===== config.mk =====
export PLATFORM = sky130hd
export DESIGN_NAME = mqh_out_stage
export DESIGN_NICKNAME = d
export VERILOG_FILES = /design/src/design/mqh_pkg.sv /design/src/design/mqh_out_stage.sv
export SDC_FILE = /design/constraint.sdc
export NUM_CORES = 1
export LEC_CHECK = 0
export BUFFER_PORTS_ARGS = -buffer_cell sky130_fd_sc_hd__buf_2
export CORE_MARGIN = 3
export CORE_UTILIZATION = 37
export DETAILED_ROUTE_END_ITERATION = 12
export HOLD_SLACK_MARGIN = 0.02
export PLACE_DENSITY = 0.82
export SYNTH_ARGS = -nofsm -noshare
export SYNTH_HDL_FRONTEND = slang
export SYNTH_SLANG_ARGS = --single-unit

===== constraint.sdc =====
create_clock -name clk_i -period 0.8 [get_ports clk_i]
set_input_delay 0.08 -clock clk_i [delete_from_list [all_inputs] [get_ports clk_i]]
set_output_delay 0.08 -clock clk_i [all_outputs]
set_load 0.005 [all_outputs]

===== src/design/mqh_pkg.sv =====
// ----------------------------------------------------------------------------
// mqh_pkg
// Shared types, command codes and reset values of the message queue block.
// ----------------------------------------------------------------------------
package mqh_pkg;

  localparam logic [2:0] CMD_ADD     = 3'd0;
  localparam logic [2:0] CMD_TICK    = 3'd1;
  localparam logic [2:0] CMD_RETIRE  = 3'd2;
  localparam logic [2:0] CMD_DISABLE = 3'd3;
  localparam logic [2:0] CMD_READ_Q  = 3'd4;
  localparam logic [2:0] CMD_READ_H  = 3'd5;

  localparam logic [2:0] CFG_MUTE_CHIME  = 3'd0;
  localparam logic [2:0] CFG_NORMAL_HOLD = 3'd1;
  localparam logic [2:0] CFG_BUSY_HOLD   = 3'd2;
  localparam logic [2:0] CFG_BUSY_COUNT  = 3'd3;

  localparam logic        RST_MUTE_CHIME  = 1'b0;
  localparam logic [15:0] RST_NORMAL_HOLD = 16'd320;
  localparam logic [15:0] RST_BUSY_HOLD   = 16'd256;
  localparam logic [4:0]  RST_BUSY_COUNT  = 5'd6;

  localparam logic [15:0] TICKS_MAX = 16'hFFFF;

  // One stored message, 78 bits.
  typedef struct packed {
    logic [7:0]  kind;
    logic [31:0] assoc;
    logic        disabled;
    logic [15:0] date_word;
    logic [4:0]  day;
    logic [15:0] ticks;
  } entry_t;

  typedef struct packed {
    logic        valid;
    entry_t      entry;
    logic        chime;
    logic        retired;
    logic [4:0]  pending_count;
    logic [6:0]  history_count;
  } result_t;

  function automatic logic [4:0] month_days(input logic [2:0] month);
    logic [4:0] d;
    case (month)
      3'd1, 3'd3, 3'd6: d = 5'd30;
      default:          d = 5'd31;
    endcase
    return d;
  endfunction

  // Day of month from the fractional progress through the month.
  function automatic logic [4:0] day_stamp(input logic [15:0] my, input logic [15:0] mt);
    logic [20:0] prod;
    prod = 21'(month_days(my[2:0])) * 21'(mt);
    return prod[20:16] + 5'd1;
  endfunction

endpackage


===== src/design/mqh_out_stage.sv =====
// ----------------------------------------------------------------------------
// mqh_out_stage
// Result register: holds one item until the downstream side takes it.
// ----------------------------------------------------------------------------
module mqh_out_stage
  import mqh_pkg::*;
(
  input  logic    clk_i,
  input  logic    rst_ni,
  input  logic    load_i,
  input  result_t res_i,
  input  logic    stall_i,
  output logic    free_o,
  output logic    valid_o,
  output result_t res_o
);

  logic    valid_q, valid_d;
  result_t res_q;

  assign free_o  = !valid_q || !stall_i;
  assign valid_d = load_i || (valid_q && stall_i);

  always_ff @(posedge clk_i or negedge rst_ni) begin
    if (!rst_ni) begin
      valid_q <= 1'b0;
    end else begin
      valid_q <= valid_d;
    end
  end

  always_ff @(posedge clk_i) begin
    if (load_i) begin
      res_q <= res_i;
    end
  end

  assign valid_o = valid_q;
  assign res_o   = res_q;

endmodule


==> reports/metrics.yaml <==
synthesis:
  synth_seq_cells: 94
  synth_cell_types: 4
  yosysSeqAreaShare_pct: 99.60
  yosys-top-cells-area: "edfxtp_1, dfrtp_1, a21o_1"
  yosysTopAreaCell: "edfxtp_1"
  syn_inst: 96
  yosys_warnings: 0
  yosys.area.top_type_share_pct: 98.72
  syn-num-nets: 193
  syn-cell-area_um2: 2829
  synth.avg_cell_area_um2: 29.47
place:
  post-dp-hpwl_um: 5103
  placed_area_um2: 3981
  place_congestion: 0.6961
  placed_cells: 392
  post-place-ws_ns: 0.001031
  port_buffers: 191
cells_and_area:
  layout.nets: 497
  multi_input_area_um2: 11.26
  final_common_cell: "buf_2"
  instances_no_fill: 507
  seqCellArea_um2: 2818
  syn2layout_area_growth_pct: 81.65
  n_fill_cell: 479
  final_layout_size_suffix_gt1_share_pct: 51.85
  post-route-cell-area_um2: 5139
  final_cell_mix: "buf_2, dlygate4sd3_1, edfxtp_1, clkbuf_8, buf_4"
  fin_util_pct: 70.10
timing:
  relSlewSlack_pct: 86.64
  worstMarginPinSlew_ns: 0.2004
  setup_viol: 95
  whs_ns: 0.1651
  fin_crit_sh_pct: 123.8
  max_freq_mhz: 1010
  setup_tns_ns: -11.81
  worst_clock_skew_ns: 0
  hold_violations: 0
  rsz0062_at_grt: "yes"
  slew_violations: 0
  period_minus_slack_ns: 0.9903
  setup_ws_ns: -0.1903
worst_hold_path:
  hp-start: "load_i"
  hold_path_end: "res_o[46]$_DFFE_PP_"
  whs_path_depth: 2
  hold_path.class: "input pin to register"
critical_path:
  cp_data_arrival_time_ns: 0.91
  r2r_start: "valid_o$_DFF_PN0_"
  cp-end-kind: "output pin"
  critPathKind: "register to output pin"
  start_kind: "register"
  cp_num_buf_inv: 1
  r2r_slack_ns: 0.12
  slowest_delay_ns: 0.40
  path_max_fanout: 3
  critPathSlowestCell: "dfrtp_1"
  r2r_end: "valid_o$_DFF_PN0_"
  path_cells: "nand2_1 > buf_2"
  path_delay_family: "flip-flops"
  reg2reg_depth: 1
  worstPathRequired_ns: 0.72
flow_run:
  drv_cap: 0
clock_tree:
  cts-resized-gates: 0
  cts_sinks: 94
  cts_setup_buffers: 0
  cts.clk_slew.worst_paths_ns: 0.09
  clk_latency_ns: 0.34
  cts_buffer_depth: 2
  htreeDepth: 3
  cts_tree: "built"
  cts_buffers: 9
  cts_root_buf: "clkbuf_8"
route:
  routed_via_density: 4.183
  drc: 0
  routed_wl_um: 8027
  final_antenna_net_count: 0
  wl_per_cell_um: 15.83
  via_count: 2121
  drt_iter0_drc: 29
  firstDrtPassIters: 6
run_status:
  violations: "setup timing"
  status: "finished, violations left"
floorplan:
  rows: 31
  io_pins: 192
  fp.dieW_um: 93.44
  initial_core_util_pct: 38.59
  fp.dieH_um: 93.44
  core_um2: 7331
  dieArea_um2: 8731
grt:
  antenna_found_initial: 3
  grt-ovfl-total: 0
  grt_usage_pct: 18.45
  grt_max_degree: 36
  grt_pass1_vias: 2375
  grt_pass1_wl_um: 11850
power_and_ir_drop:
  finalPower_mw: 10.10
  ir_worst_vdd_uv: 1218
  p_leak_nw: 2.207
  powerDensity_nw_per_um2: 1966
sequential cells by signal, indices dropped and copies added, names as in the netlist:
name,flops
res_o,93
valid_o,1
where the power goes:
group          switching, mW  leakage (nW)  total, mW  internal, mW
Sequential             0.101         0.921       5.94          5.84
Clock                   1.54        0.0880       2.98          1.44
Combinational          0.450          1.20       1.19         0.742
cell usage after synthesis:
cell       n
edfxtp_1  93
a21o_1     1
dfrtp_1    1
nand2_1    1
kinds of logic after synthesis:
group / after synthesis / share of synthesized area (%)
and+or+nand+nor: 1 / 0.1326
AOI/OAI and AO/OA: 1 / 0.2655
DFF: 94 / 99.60
metal layers:
layer,vias up,wire length (um),GRT usage [%]
li1,1001,-,-
met1,984,2829,19.09
met2,129,4371,33.95
met3,7,739,6.356
met4,0,86,7.082
met5,-,0,0
repair_timing:
action | CTS | global route
hold buffers | 95 | 1
hold endpoints to repair | 95 | 1
gates cloned | 0 | 0
endpoints found under the setup margin | 95 | 95
pin swaps | 1 | 0
final cells by class:
type                            count  area share [%]
Sequential cell                    94           54.83
Multi-Input combinational cell      2          0.2191
Tap cell                           99           2.411
Timing Repair Buffer              293           38.71
Clock buffer                       10           2.484
Clock inverter                      6           1.193
Antenna cell                        3          0.1461
worst max path at each step:
| stage | startpoint | to | slack (ns) | cells past startpoint |
|---|---|---|---|---|
| finish | valid_o$_DFF_PN0_ | free_o | -0.19 | 2 |
| global route | valid_o$_DFF_PN0_ | free_o | -0.26 | 2 |
| CTS | valid_o$_DFF_PN0_ | free_o | -0.21 | 2 |
| detailed placement | load_i | res_o[39]$_DFFE_PP_ | 0.001 | 2 |
| global placement | load_i | res_o[13]$_DFFE_PP_ | 0.01 | 2 |
| floorplan | valid_o$_DFF_PN0_ | valid_o$_DFF_PN0_ | 0.13 | 1 |
(Power assumes the default switching activity.)
